`src/rtl/swlt_pkg.sv`:
```
// Shared types and constants for the stop-and-wait link transmitter.
// Depends on nothing; every other file of the block refers to it by scoped names.
`timescale 1ns / 1ps
`default_nettype none

package swlt_pkg;

  localparam int unsigned OPCODE_W = 3;
  localparam int unsigned BYTE_W   = 8;
  localparam int unsigned ACTION_W = 3;
  localparam int unsigned STATUS_W = 2;
  localparam int unsigned RETRY_W  = 4;
  localparam int unsigned PHASE_W  = 2;
  localparam int unsigned PARSE_W  = 3;
  localparam int unsigned PADDR_W  = 3;
  localparam int unsigned PDATA_W  = 32;

  localparam logic [RETRY_W-1:0] RETRY_LIMIT_RST = 4'd3;
  localparam logic [RETRY_W-1:0] RETRY_MAX       = 4'd15;

  // Input opcodes
  localparam logic [OPCODE_W-1:0] OP_BYTE  = 3'd0;
  localparam logic [OPCODE_W-1:0] OP_TICK  = 3'd1;
  localparam logic [OPCODE_W-1:0] OP_OPEN  = 3'd2;
  localparam logic [OPCODE_W-1:0] OP_WRITE = 3'd3;
  localparam logic [OPCODE_W-1:0] OP_CLOSE = 3'd4;

  // Result actions
  localparam logic [ACTION_W-1:0] ACT_NONE   = 3'd0;
  localparam logic [ACTION_W-1:0] ACT_SET    = 3'd1;
  localparam logic [ACTION_W-1:0] ACT_IFRAME = 3'd2;
  localparam logic [ACTION_W-1:0] ACT_DISC   = 3'd3;
  localparam logic [ACTION_W-1:0] ACT_UA     = 3'd4;

  // Result status
  localparam logic [STATUS_W-1:0] ST_IDLE = 2'd0;
  localparam logic [STATUS_W-1:0] ST_WAIT = 2'd1;
  localparam logic [STATUS_W-1:0] ST_OK   = 2'd2;
  localparam logic [STATUS_W-1:0] ST_FAIL = 2'd3;

  // Link phases
  localparam logic [PHASE_W-1:0] PH_IDLE  = 2'd0;
  localparam logic [PHASE_W-1:0] PH_OPEN  = 2'd1;
  localparam logic [PHASE_W-1:0] PH_WRITE = 2'd2;
  localparam logic [PHASE_W-1:0] PH_CLOSE = 2'd3;

  // Frame bytes
  localparam logic [BYTE_W-1:0] FLAG_BYTE = 8'h7E;
  localparam logic [BYTE_W-1:0] ADDR_CMD  = 8'h03;
  localparam logic [BYTE_W-1:0] ADDR_RSP  = 8'h01;
  localparam logic [BYTE_W-1:0] CTL_SET   = 8'h03;
  localparam logic [BYTE_W-1:0] CTL_UA    = 8'h07;
  localparam logic [BYTE_W-1:0] CTL_DISC  = 8'h0B;
  localparam logic [BYTE_W-1:0] CTL_RR0   = 8'h05;
  localparam logic [BYTE_W-1:0] CTL_RR1   = 8'h85;
  localparam logic [BYTE_W-1:0] CTL_REJ0  = 8'h01;
  localparam logic [BYTE_W-1:0] CTL_REJ1  = 8'h81;
  localparam logic [BYTE_W-1:0] CTL_I0    = 8'h00;
  localparam logic [BYTE_W-1:0] CTL_I1    = 8'h40;

  typedef enum logic [1:0] {
    KIND_BYTE,
    KIND_TICK,
    KIND_REQ,
    KIND_NOP
  } kind_e;

  // One classified word as it travels from the front end to the back end.
  typedef struct packed {
    kind_e               kind;
    logic [PHASE_W-1:0]  req_phase;
    logic [BYTE_W-1:0]   data;
    logic                is_flag;
    logic                is_addr;
    logic                ctrl_ok;
  } item_t;

endpackage

`default_nettype wire

```
`src/rtl/swlt_if.sv`:
```
// Valid/ready channel interfaces for the input and result words.
// Depends on swlt_pkg for the field widths.
`timescale 1ns / 1ps
`default_nettype none

interface swlt_in_if;
  logic                          valid;
  logic                          ready;
  logic [swlt_pkg::OPCODE_W-1:0] opcode;
  logic [swlt_pkg::BYTE_W-1:0]   rx_byte;

  modport source (output valid, output opcode, output rx_byte, input ready);
  modport sink   (input valid, input opcode, input rx_byte, output ready);
endinterface

interface swlt_out_if;
  logic                          valid;
  logic                          ready;
  logic [swlt_pkg::ACTION_W-1:0] action;
  logic                          frame_seq;
  logic [swlt_pkg::STATUS_W-1:0] status;

  modport source (output valid, output action, output frame_seq, output status, input ready);
  modport sink   (input valid, input action, input frame_seq, input status, output ready);
endinterface

`default_nettype wire

```
`src/rtl/swlt_front.sv`:
```
// Front end: takes input words and classifies opcode and received byte.
// Depends on swlt_pkg and swlt_in_if.
`timescale 1ns / 1ps
`default_nettype none

module swlt_front (
  swlt_in_if.sink          in_i,
  input  wire logic        full_i,
  output logic             push_o,
  output swlt_pkg::item_t  item_o
);

  logic [swlt_pkg::BYTE_W-1:0] b;

  assign b         = in_i.rx_byte;
  assign in_i.ready = !full_i;
  assign push_o    = in_i.valid && !full_i;

  always_comb begin
    item_o.req_phase = swlt_pkg::PH_IDLE;
    unique case (in_i.opcode)
      swlt_pkg::OP_BYTE: item_o.kind = swlt_pkg::KIND_BYTE;
      swlt_pkg::OP_TICK: item_o.kind = swlt_pkg::KIND_TICK;
      swlt_pkg::OP_OPEN: begin
        item_o.kind      = swlt_pkg::KIND_REQ;
        item_o.req_phase = swlt_pkg::PH_OPEN;
      end
      swlt_pkg::OP_WRITE: begin
        item_o.kind      = swlt_pkg::KIND_REQ;
        item_o.req_phase = swlt_pkg::PH_WRITE;
      end
      swlt_pkg::OP_CLOSE: begin
        item_o.kind      = swlt_pkg::KIND_REQ;
        item_o.req_phase = swlt_pkg::PH_CLOSE;
      end
      default: item_o.kind = swlt_pkg::KIND_NOP;
    endcase
    item_o.data    = b;
    item_o.is_flag = (b == swlt_pkg::FLAG_BYTE);
    item_o.is_addr = (b == swlt_pkg::ADDR_CMD) || (b == swlt_pkg::ADDR_RSP);
    item_o.ctrl_ok = (b == swlt_pkg::CTL_SET)  || (b == swlt_pkg::CTL_UA)   ||
                     (b == swlt_pkg::CTL_DISC) || (b == swlt_pkg::CTL_RR0)  ||
                     (b == swlt_pkg::CTL_RR1)  || (b == swlt_pkg::CTL_REJ0) ||
                     (b == swlt_pkg::CTL_REJ1) || (b == swlt_pkg::CTL_I0)   ||
                     (b == swlt_pkg::CTL_I1);
  end

endmodule

`default_nettype wire

```
`src/rtl/swlt_queue.sv`:
```
// Two-entry queue of classified words between the front and back ends.
// Depends on swlt_pkg for the entry type.
`timescale 1ns / 1ps
`default_nettype none

module swlt_queue (
  input  wire logic             clk_i,
  input  wire logic             rst_ni,
  input  wire logic             push_i,
  input  wire swlt_pkg::item_t  item_i,
  output logic                  full_o,
  output logic                  valid_o,
  input  wire logic             pop_i,
  output swlt_pkg::item_t       item_o
);

  localparam int unsigned Depth = 2;
  localparam int unsigned PtrW  = $clog2(Depth);

  swlt_pkg::item_t       mem_q [Depth];
  logic [PtrW-1:0]       wr_ptr_q, rd_ptr_q;
  logic [PtrW:0]         count_q;
  logic                  do_push, do_pop;

  assign full_o  = (count_q == (PtrW+1)'(Depth));
  assign valid_o = (count_q != '0);
  assign item_o  = mem_q[rd_ptr_q];
  assign do_push = push_i && !full_o;
  assign do_pop  = pop_i && valid_o;

  always_ff @(posedge clk_i) begin
    if (do_push) begin
      mem_q[wr_ptr_q] <= item_i;
    end
  end

  always_ff @(posedge clk_i or negedge rst_ni) begin
    if (!rst_ni) begin
      wr_ptr_q <= '0;
      rd_ptr_q <= '0;
      count_q  <= '0;
    end else begin
      if (do_push) begin
        wr_ptr_q <= wr_ptr_q + 1'b1;
      end
      if (do_pop) begin
        rd_ptr_q <= rd_ptr_q + 1'b1;
      end
      case ({do_push, do_pop})
        2'b10:   count_q <= count_q + 1'b1;
        2'b01:   count_q <= count_q - 1'b1;
        default: count_q <= count_q;
      endcase
    end
  end

  a_count_bound: assert property (@(posedge clk_i) disable iff (!rst_ni)
    count_q <= (PtrW+1)'(Depth))
    else $error("queue holds more words than it has entries");

  a_no_overflow: assert property (@(posedge clk_i) disable iff (!rst_ni)
    full_o && !pop_i |=> count_q == (PtrW+1)'(Depth))
    else $error("queue lost a word while full");

  a_pop_drains: assert property (@(posedge clk_i) disable iff (!rst_ni)
    (count_q == (PtrW+1)'(1)) && pop_i && !push_i |=> !valid_o)
    else $error("queue not empty after last word left");

endmodule

`default_nettype wire

```
`src/rtl/swlt_back.sv`:
```
// Back end: frame parser, link phase machine, retry counting and result register.
// Depends on swlt_pkg and swlt_out_if.
`timescale 1ns / 1ps
`default_nettype none

module swlt_back (
  input  wire logic                          clk_i,
  input  wire logic                          rst_ni,
  input  wire logic                          valid_i,
  input  wire swlt_pkg::item_t               item_i,
  output logic                               pop_o,
  input  wire logic [swlt_pkg::RETRY_W-1:0]  retry_limit_i,
  swlt_out_if.source                         out_o
);

  // Parser states
  localparam logic [swlt_pkg::PARSE_W-1:0] PS_START = 3'd0;
  localparam logic [swlt_pkg::PARSE_W-1:0] PS_FLAG  = 3'd1;
  localparam logic [swlt_pkg::PARSE_W-1:0] PS_ADDR  = 3'd2;
  localparam logic [swlt_pkg::PARSE_W-1:0] PS_CTRL  = 3'd3;
  localparam logic [swlt_pkg::PARSE_W-1:0] PS_BCC   = 3'd4;

  logic [swlt_pkg::PARSE_W-1:0]  ps_q, ps_d;
  logic [swlt_pkg::BYTE_W-1:0]   addr_q, addr_d, ctrl_q, ctrl_d;
  logic [swlt_pkg::PHASE_W-1:0]  phase_q, phase_d;
  logic                          seq_q, seq_d;
  logic [swlt_pkg::RETRY_W-1:0]  retry_q, retry_d, retry_inc;

  logic                          out_valid_q;
  logic [swlt_pkg::ACTION_W-1:0] action_q, action_d;
  logic [swlt_pkg::STATUS_W-1:0] status_q, status_d;
  logic                          frame_done, reply_ok;
  logic [swlt_pkg::ACTION_W-1:0] resend_act;
  logic [swlt_pkg::BYTE_W-1:0]   rr_want;

  assign pop_o = valid_i && (!out_valid_q || out_o.ready);

  assign out_o.valid     = out_valid_q;
  assign out_o.action    = action_q;
  assign out_o.status    = status_q;
  assign out_o.frame_seq = seq_q;

  always_comb begin
    unique case (phase_q)
      swlt_pkg::PH_OPEN:  resend_act = swlt_pkg::ACT_SET;
      swlt_pkg::PH_WRITE: resend_act = swlt_pkg::ACT_IFRAME;
      default:            resend_act = swlt_pkg::ACT_DISC;
    endcase
  end

  assign retry_inc = (retry_q < swlt_pkg::RETRY_MAX) ? retry_q + 1'b1 : retry_q;
  assign rr_want   = seq_q ? swlt_pkg::CTL_RR0 : swlt_pkg::CTL_RR1;

  // Byte parser: next state and whether a closing flag completes a frame.
  always_comb begin
    addr_d     = addr_q;
    ctrl_d     = ctrl_q;
    frame_done = 1'b0;
    unique case (ps_q)
      PS_FLAG: begin
        if (item_i.is_flag) begin
          ps_d = PS_FLAG;
        end else if (item_i.is_addr) begin
          addr_d = item_i.data;
          ps_d   = PS_ADDR;
        end else begin
          ps_d = PS_START;
        end
      end
      PS_ADDR: begin
        if (item_i.is_flag) begin
          ps_d = PS_FLAG;
        end else if (item_i.ctrl_ok) begin
          ctrl_d = item_i.data;
          ps_d   = PS_CTRL;
        end else begin
          ps_d = PS_START;
        end
      end
      PS_CTRL: begin
        if (item_i.is_flag) begin
          ps_d = PS_FLAG;
        end else if (item_i.data == (addr_q ^ ctrl_q)) begin
          ps_d = PS_BCC;
        end else begin
          ps_d = PS_START;
        end
      end
      PS_BCC: begin
        ps_d       = PS_START;
        frame_done = item_i.is_flag;
      end
      default: ps_d = item_i.is_flag ? PS_FLAG : PS_START;
    endcase
  end

  always_comb begin
    unique case (phase_q)
      swlt_pkg::PH_OPEN:
        reply_ok = (addr_q == swlt_pkg::ADDR_CMD) && (ctrl_q == swlt_pkg::CTL_UA);
      swlt_pkg::PH_WRITE:
        reply_ok = (addr_q == swlt_pkg::ADDR_CMD) && (ctrl_q == rr_want);
      default:
        reply_ok = (addr_q == swlt_pkg::ADDR_RSP) && (ctrl_q == swlt_pkg::CTL_DISC);
    endcase
  end

  // Phase machine, one classified word per cycle while no untaken result is held.
  logic [swlt_pkg::PARSE_W-1:0] ps_n;
  logic [swlt_pkg::BYTE_W-1:0]  addr_n, ctrl_n;

  always_comb begin
    ps_n     = ps_q;
    addr_n   = addr_q;
    ctrl_n   = ctrl_q;
    phase_d  = phase_q;
    seq_d    = seq_q;
    retry_d  = retry_q;
    action_d = swlt_pkg::ACT_NONE;
    status_d = (phase_q == swlt_pkg::PH_IDLE) ? swlt_pkg::ST_IDLE : swlt_pkg::ST_WAIT;
    case (item_i.kind)
      swlt_pkg::KIND_REQ: begin
        retry_d = '0;
        ps_n    = PS_START;
        if (retry_limit_i == '0) begin
          phase_d  = swlt_pkg::PH_IDLE;
          status_d = swlt_pkg::ST_FAIL;
        end else begin
          phase_d  = item_i.req_phase;
          status_d = swlt_pkg::ST_WAIT;
          unique case (item_i.req_phase)
            swlt_pkg::PH_OPEN:  action_d = swlt_pkg::ACT_SET;
            swlt_pkg::PH_WRITE: action_d = swlt_pkg::ACT_IFRAME;
            default:            action_d = swlt_pkg::ACT_DISC;
          endcase
        end
      end
      swlt_pkg::KIND_TICK: begin
        if (phase_q != swlt_pkg::PH_IDLE) begin
          retry_d = retry_inc;
          ps_n    = PS_START;
          if (retry_inc >= retry_limit_i) begin
            phase_d  = swlt_pkg::PH_IDLE;
            status_d = swlt_pkg::ST_FAIL;
          end else begin
            action_d = resend_act;
            status_d = swlt_pkg::ST_WAIT;
          end
        end
      end
      swlt_pkg::KIND_BYTE: begin
        if (phase_q != swlt_pkg::PH_IDLE) begin
          ps_n   = ps_d;
          addr_n = addr_d;
          ctrl_n = ctrl_d;
          if (frame_done) begin
            ps_n = PS_START;
            if (reply_ok) begin
              phase_d  = swlt_pkg::PH_IDLE;
              status_d = swlt_pkg::ST_OK;
              if (phase_q == swlt_pkg::PH_WRITE) begin
                seq_d = !seq_q;
              end
              if (phase_q == swlt_pkg::PH_CLOSE) begin
                action_d = swlt_pkg::ACT_UA;
              end
            end else begin
              action_d = resend_act;
              status_d = swlt_pkg::ST_WAIT;
            end
          end
        end
      end
      default: begin
      end
    endcase
  end

  always_ff @(posedge clk_i or negedge rst_ni) begin
    if (!rst_ni) begin
      ps_q        <= PS_START;
      addr_q      <= '0;
      ctrl_q      <= '0;
      phase_q     <= swlt_pkg::PH_IDLE;
      seq_q       <= 1'b0;
      retry_q     <= '0;
      out_valid_q <= 1'b0;
    end else begin
      if (pop_o) begin
        ps_q        <= ps_n;
        addr_q      <= addr_n;
        ctrl_q      <= ctrl_n;
        phase_q     <= phase_d;
        seq_q       <= seq_d;
        retry_q     <= retry_d;
        out_valid_q <= 1'b1;
      end else if (out_o.ready) begin
        out_valid_q <= 1'b0;
      end
    end
  end

  always_ff @(posedge clk_i) begin
    if (pop_o) begin
      action_q <= action_d;
      status_q <= status_d;
    end
  end

  a_idle_parser: assert property (@(posedge clk_i) disable iff (!rst_ni)
    phase_q == swlt_pkg::PH_IDLE |-> ps_q == PS_START)
    else $error("parser left its start state while no request is pending");

  a_ua_ends_close: assert property (@(posedge clk_i) disable iff (!rst_ni)
    out_valid_q && action_q == swlt_pkg::ACT_UA |-> status_q == swlt_pkg::ST_OK)
    else $error("final UA sent without a completed close");

  a_fail_idles: assert property (@(posedge clk_i) disable iff (!rst_ni)
    pop_o && status_d == swlt_pkg::ST_FAIL |=> phase_q == swlt_pkg::PH_IDLE)
    else $error("request failed but the link did not return to idle");

  a_write_toggles: assert property (@(posedge clk_i) disable iff (!rst_ni)
    pop_o && phase_q == swlt_pkg::PH_WRITE && status_d == swlt_pkg::ST_OK
    |=> seq_q != $past(seq_q))
    else $error("acknowledged write did not toggle the sequence bit");

endmodule

`default_nettype wire

```
`src/rtl/stop_and_wait_link_transmitter.sv`:
```
// A word accepted at the input is written into a queue entry; its result word is
// registered as the word leaves the queue, which waits while an untaken result is held.
// Throughput: one word per cycle while the result side is ready; the back end retires
// one queued word per cycle and the two-entry queue keeps the input ready while the
// result register drains in step; a stall on the result side holds the back end.
// Reset (rst_ni low, asynchronous): link idle, parser hunting for a flag, sequence bit
// and retry count zero, queue empty, no result pending, retry limit back to three.
`timescale 1ns / 1ps
`default_nettype none

module stop_and_wait_link_transmitter (
  input  wire logic                          clk_i,
  input  wire logic                          rst_ni,
  swlt_in_if.sink                            in_i,
  swlt_out_if.source                         out_o,
  input  wire logic                          psel,
  input  wire logic                          penable,
  input  wire logic                          pwrite,
  input  wire logic [swlt_pkg::PADDR_W-1:0]  paddr,
  input  wire logic [swlt_pkg::PDATA_W-1:0]  pwdata,
  output logic      [swlt_pkg::PDATA_W-1:0]  prdata,
  output logic                               pready
);

  // The front end decodes each incoming word into a compact class (request, tick,
  // received byte or nothing) and precomputes the byte tests that do not depend on
  // link state. The queue lets the front keep taking words while the back end waits
  // for its result register to be drained.
  swlt_pkg::item_t            front_item, back_item;
  logic                       q_push, q_full, q_valid, q_pop;
  logic [swlt_pkg::RETRY_W-1:0] retry_limit_q;
  logic                       cfg_wr, sel_limit;

  swlt_front u_front (
    .in_i   (in_i),
    .full_i (q_full),
    .push_o (q_push),
    .item_o (front_item)
  );

  swlt_queue u_queue (
    .clk_i   (clk_i),
    .rst_ni  (rst_ni),
    .push_i  (q_push),
    .item_i  (front_item),
    .full_o  (q_full),
    .valid_o (q_valid),
    .pop_i   (q_pop),
    .item_o  (back_item)
  );

  // The back end holds the whole link state and produces exactly one result word for
  // every classified word it retires.
  swlt_back u_back (
    .clk_i         (clk_i),
    .rst_ni        (rst_ni),
    .valid_i       (q_valid),
    .item_i        (back_item),
    .pop_o         (q_pop),
    .retry_limit_i (retry_limit_q),
    .out_o         (out_o)
  );

  // Configuration: the retry limit is at byte address zero; the two low address bits
  // pick a byte lane only, so any address below four reaches it. The back end reads it
  // directly; the user must write the register only while the link is quiet, unchecked.
  assign pready    = 1'b1;
  assign sel_limit = !paddr[2];
  assign cfg_wr    = psel && penable && pwrite && sel_limit;

  always_ff @(posedge clk_i or negedge rst_ni) begin
    if (!rst_ni) begin
      retry_limit_q <= swlt_pkg::RETRY_LIMIT_RST;
    end else if (cfg_wr) begin
      retry_limit_q <= pwdata[swlt_pkg::RETRY_W-1:0];
    end
  end

  always_comb begin
    prdata = '0;
    if (sel_limit) begin
      prdata[swlt_pkg::RETRY_W-1:0] = retry_limit_q;
    end
  end

endmodule

`default_nettype wire

```
`src/flat_wrapper.sv`:
```
// flat-port wrapper written by rule: the top's interface ports become plain ports
module stop_and_wait_link_transmitter_flat 
  (clk_i, rst_ni, psel, penable, pwrite, paddr, pwdata, prdata, pready, in_i_valid, in_i_opcode, in_i_rx_byte, in_i_ready, out_o_valid, out_o_action, out_o_frame_seq, out_o_status, out_o_ready);
  swlt_in_if in_i_i ();
  swlt_out_if out_o_i ();
  input  wire logic clk_i;
  input  wire logic rst_ni;
  input  wire logic psel;
  input  wire logic penable;
  input  wire logic pwrite;
  input  wire logic [swlt_pkg::PADDR_W-1:0] paddr;
  input  wire logic [swlt_pkg::PDATA_W-1:0] pwdata;
  output logic      [swlt_pkg::PDATA_W-1:0] prdata;
  output logic pready;
  input wire logic [$bits(in_i_i.valid)-1:0] in_i_valid;
  input wire logic [$bits(in_i_i.opcode)-1:0] in_i_opcode;
  input wire logic [$bits(in_i_i.rx_byte)-1:0] in_i_rx_byte;
  output wire logic [$bits(in_i_i.ready)-1:0] in_i_ready;
  output wire logic [$bits(out_o_i.valid)-1:0] out_o_valid;
  output wire logic [$bits(out_o_i.action)-1:0] out_o_action;
  output wire logic [$bits(out_o_i.frame_seq)-1:0] out_o_frame_seq;
  output wire logic [$bits(out_o_i.status)-1:0] out_o_status;
  input wire logic [$bits(out_o_i.ready)-1:0] out_o_ready;
  assign in_i_i.valid = in_i_valid;
  assign in_i_i.opcode = in_i_opcode;
  assign in_i_i.rx_byte = in_i_rx_byte;
  assign in_i_ready = in_i_i.ready;
  assign out_o_valid = out_o_i.valid;
  assign out_o_action = out_o_i.action;
  assign out_o_frame_seq = out_o_i.frame_seq;
  assign out_o_status = out_o_i.status;
  assign out_o_i.ready = out_o_ready;
  stop_and_wait_link_transmitter u_core (.clk_i(clk_i), .rst_ni(rst_ni), .in_i(in_i_i), .out_o(out_o_i), .psel(psel), .penable(penable), .pwrite(pwrite), .paddr(paddr), .pwdata(pwdata), .prdata(prdata), .pready(pready));
endmodule
```
`config.mk`:
```
export PLATFORM = sky130hd
export DESIGN_NAME = stop_and_wait_link_transmitter_flat
export DESIGN_NICKNAME = d
export VERILOG_FILES = /design/src/rtl/swlt_pkg.sv /design/src/rtl/swlt_if.sv /design/src/rtl/swlt_front.sv /design/src/rtl/swlt_queue.sv /design/src/rtl/swlt_back.sv /design/src/rtl/stop_and_wait_link_transmitter.sv /design/src/flat_wrapper.sv
export SDC_FILE = /design/constraint.sdc
export NUM_CORES = 1
export LEC_CHECK = 0
export BUFFER_PORTS_ARGS = -buffer_cell sky130_fd_sc_hd__buf_2
export CAP_MARGIN = 20
export CORE_MARGIN = 2
export CORE_UTILIZATION = 43
export CTS_CLUSTER_SIZE = 20
export DETAILED_ROUTE_END_ITERATION = 10
export GPL_ROUTABILITY_DRIVEN = 0
export MAX_ROUTING_LAYER = met4
export PLACE_DENSITY = 0.69
export SKIP_CTS_REPAIR_TIMING = 1
export SYNTH_ARGS = -nofsm -noshare
export SYNTH_HDL_FRONTEND = slang
export SYNTH_HIERARCHICAL = 1
export SYNTH_SLANG_ARGS = --single-unit
```
`constraint.sdc`:
```
create_clock -name clk_i -period 2.6 [get_ports clk_i]
set_input_delay 0.52 -clock clk_i [delete_from_list [all_inputs] [get_ports clk_i]]
set_output_delay 0.52 -clock clk_i [all_outputs]
set_load 0.02 [all_outputs]
```
==> flow_metrics.tcl <==
set metrics [dict create \
    finalCritPeriodShare 0.9632 \
    die_area_um2 9768 \
    grt_pass1_vias 2314 \
    cts_root_buf "clkbuf_8" \
    setup_viol 0 \
    place_area_um2 4030 \
    netlist_top_cells_area "edfxtp_1 27%, dfrtp_1 21%, mux2_2 11%" \
    multi_input_comb_area_um2 1697 \
    synth_cell_types 58 \
    io_pins 94 \
    die_w_um 98.84 \
    antenna_found_initial 0 \
    layout-drive-gt1-share 0.3122 \
    final-max-slew-violation-count 0 \
    p_leak_nw 1.867 \
    synth_edf_count 35 \
    initialDrtViolationCount 145 \
    ys_seq_area_frac 0.4989 \
    fp.dieH_um 98.84 \
    core_area_um2 8721 \
    setup_ws_ns 0.09579 \
    final_common_cell "mux2_2" \
    synth_warnings 6 \
    cp_max_fo 3 \
    vdd_ir_drop_max_uv 570.7 \
    finalClockSkew_ns 0.004973 \
    yosysTopAreaCell "edfxtp_1" \
    insertion_delay_ns 0.34 \
    relSlewSlack 0.4693 \
    yosysTopAreaCellShare 0.2718 \
    cp-end-kind "flop" \
    viasPerCell 5.160 \
    synthFlopType "edfxtp_1" \
    vias 2425 \
    total_power_w 0.004252 \
    clk_path_buf_depth 2 \
    worstMarginPinSlew_ns 0.7960 \
    drv_cap 0 \
    max_freq_mhz 399.3 \
    synth.avg_cell_area_um2 12.16 \
    fin_nets 421 \
    ant_nets 0 \
    grt_usage 0.1513 \
    seq_area_um2 1929 \
    htree_levels 3 \
    synthToLayoutAreaGrowth_pct 10.42 \
    diodes 0 \
    final_design_area_no_fill_um2 4270 \
    mostFrequentLayoutCells "37 x mux2_2, 35 x edfxtp_1, 34 x buf_2, 33 x dfrtp_1, 29 x conb_1" \
    place_ws_ns 0.03338 \
    hold_class "in2async" \
    remaining_drc_errors 0 \
    start_util 0.4435 \
    postRouteWirelength_mm 6.864 \
    routedWlPerCell_um 14.60 \
    rows 34 \
    dr.pass1.iters 4 \
    finalCriticalPeriod_ns 2.504 \
    p_per_area_nw_per_um2 995.7 \
    async_reset_ff_frac 0.5000 \
    grt_overflow 0 \
    clkTransAtPathRegs_ns 0.07 \
    cts_inserted_buffers 9 \
    final-hold-violation-count 0 \
    status "complete, no violations" \
    cp-start-kind "flop" \
    synth_cells 318 \
    grt_pass1_wl_mm 11.27 \
    cts.sinks 70 \
    hpwlAfterDp_mm 4.837 \
    cts_tree "done" \
    critPathArrivalTime_ns 2.60 \
    required_ns 2.69 \
    port_buffers 34 \
    ys_seq_elements 70 \
    fill_cells 783 \
    syn_area_um2 3867 \
    grt_start_max_net_pins 36 \
    critPathKind "reg2reg" \
]
## cell type report
class	count	area share
inverters	13	0.01143
multi-input cells	220	0.3973
flip-flops and latches	70	0.4518
clock inverters	6	0.01992
well taps	108	0.03164
repair buffers	43	0.05567
clock buffers	10	0.03223
## through the flow
stage	std cells	utilization	TNS (ns)	hold slack, ns
after floorplan	345	-	0	0.2244
after global placement	454	0.4621	0	0.4760
after detailed placement	454	0.4621	0	0.4822
after CTS	470	0.4877	0	0.2797
after global routing	470	0.4897	-0.006256	0.3308
final	470	0.4897	0	0.2588
## sequential cells by signal, summed over array words and instances (netlist names)
| name | flops |
|---|---|
| u_core/retry_limit_q | 4 |
| u_core/u_back/addr_q | 8 |
| u_core/u_back/ctrl_q | 8 |
| u_core/u_back/out_o.action | 3 |
| u_core/u_back/out_o.frame_seq | 1 |
| u_core/u_back/out_o.status | 2 |
| u_core/u_back/out_o.valid | 1 |
| u_core/u_back/phase_q | 2 |
| u_core/u_back/ps_q | 3 |
| u_core/u_back/retry_q | 4 |
| u_core/u_queue/count_q | 2 |
| u_core/u_queue/mem_q | 30 |
| u_core/u_queue/rd_ptr_q | 1 |
| u_core/u_queue/wr_ptr_q | 1 |
## Yosys cell counts (3+ instances only)
cell type	number
dfrtp_1	33
nor4_1	4
nand4_1	3
nand2b_1	7
a21oi_1	5
a21o_1	3
a32o_1	4
a32oi_1	3
ha_1	11
nor2_1	13
buf_4	37
xor2_1	8
nand2_1	9
edfxtp_1	35
nand3_1	7
inv_1	12
nor3_1	6
o21ai_0	13
and2b_2	4
mux2_2	37
xnor2_1	16
o21a_1	3
## cell families (layout without fill, tap and decap cells)
group	count (synthesis)	count (layout)	share of synthesized area
AND/OR/NAND/NOR	74	74	0.1213
flip-flops	70	70	0.4989
buffers and inverters	55	72	0.09349
AO/OA/AOI/OAI	42	42	0.07765
multiplexers	40	40	0.1168
XOR/XNOR	24	24	0.05435
adder cells (fa/ha/maj)	11	11	0.03559
other	2	29	0.001942
## where the power goes
group,internal [W],switching [W]
registers,0.00148,0.000158
clock network,0.000563,0.000408
logic,0.000706,0.000939
## metal layers
layer	GRT usage	vias to the layer above	share of wire
met5	-	-	0
met4	0.06955	0	0.016
met3	0.02837	9	0.050
met2	0.2230	76	0.47
met1	0.2034	1180	0.47
li1	-	1160	-
## worst paths after layout
kind / start / slack (ns) / end / cells after the start
setup / recovery: u_core/u_back/retry_q[0] / 0.1 / u_core/u_back/out_o.status[1] / 8
max in group asynchronous: rst_ni / 1.84 / u_core/u_back/ps_q[1] / 1
hold / removal: rst_ni / 0.26 / u_core/u_queue/count_q[0] / 1
hold reg to reg: u_core/u_queue/count_q[1] / 0.49 / u_core/u_queue/count_q[1] / 1
min in group clk_i: in_i_rx_byte[5] / 0.40 / u_core/u_queue/mem_q[1][8] / 1
setup reg to reg: u_core/u_back/retry_q[0] / 0.1 / u_core/u_back/out_o.status[1] / 8
## worst max-delay path, cell delays in order (launching register included)
cell       delay (ns)
dfrtp_1          0.38
ha_1             0.21
nand3_1          0.16
mux2_2           0.38
ha_1             0.32
a2111oi_4        0.35
nor2_1           0.09
a32o_1           0.21
o21bai_1         0.15
No activity file was read; power rests on OpenSTA's default activity.
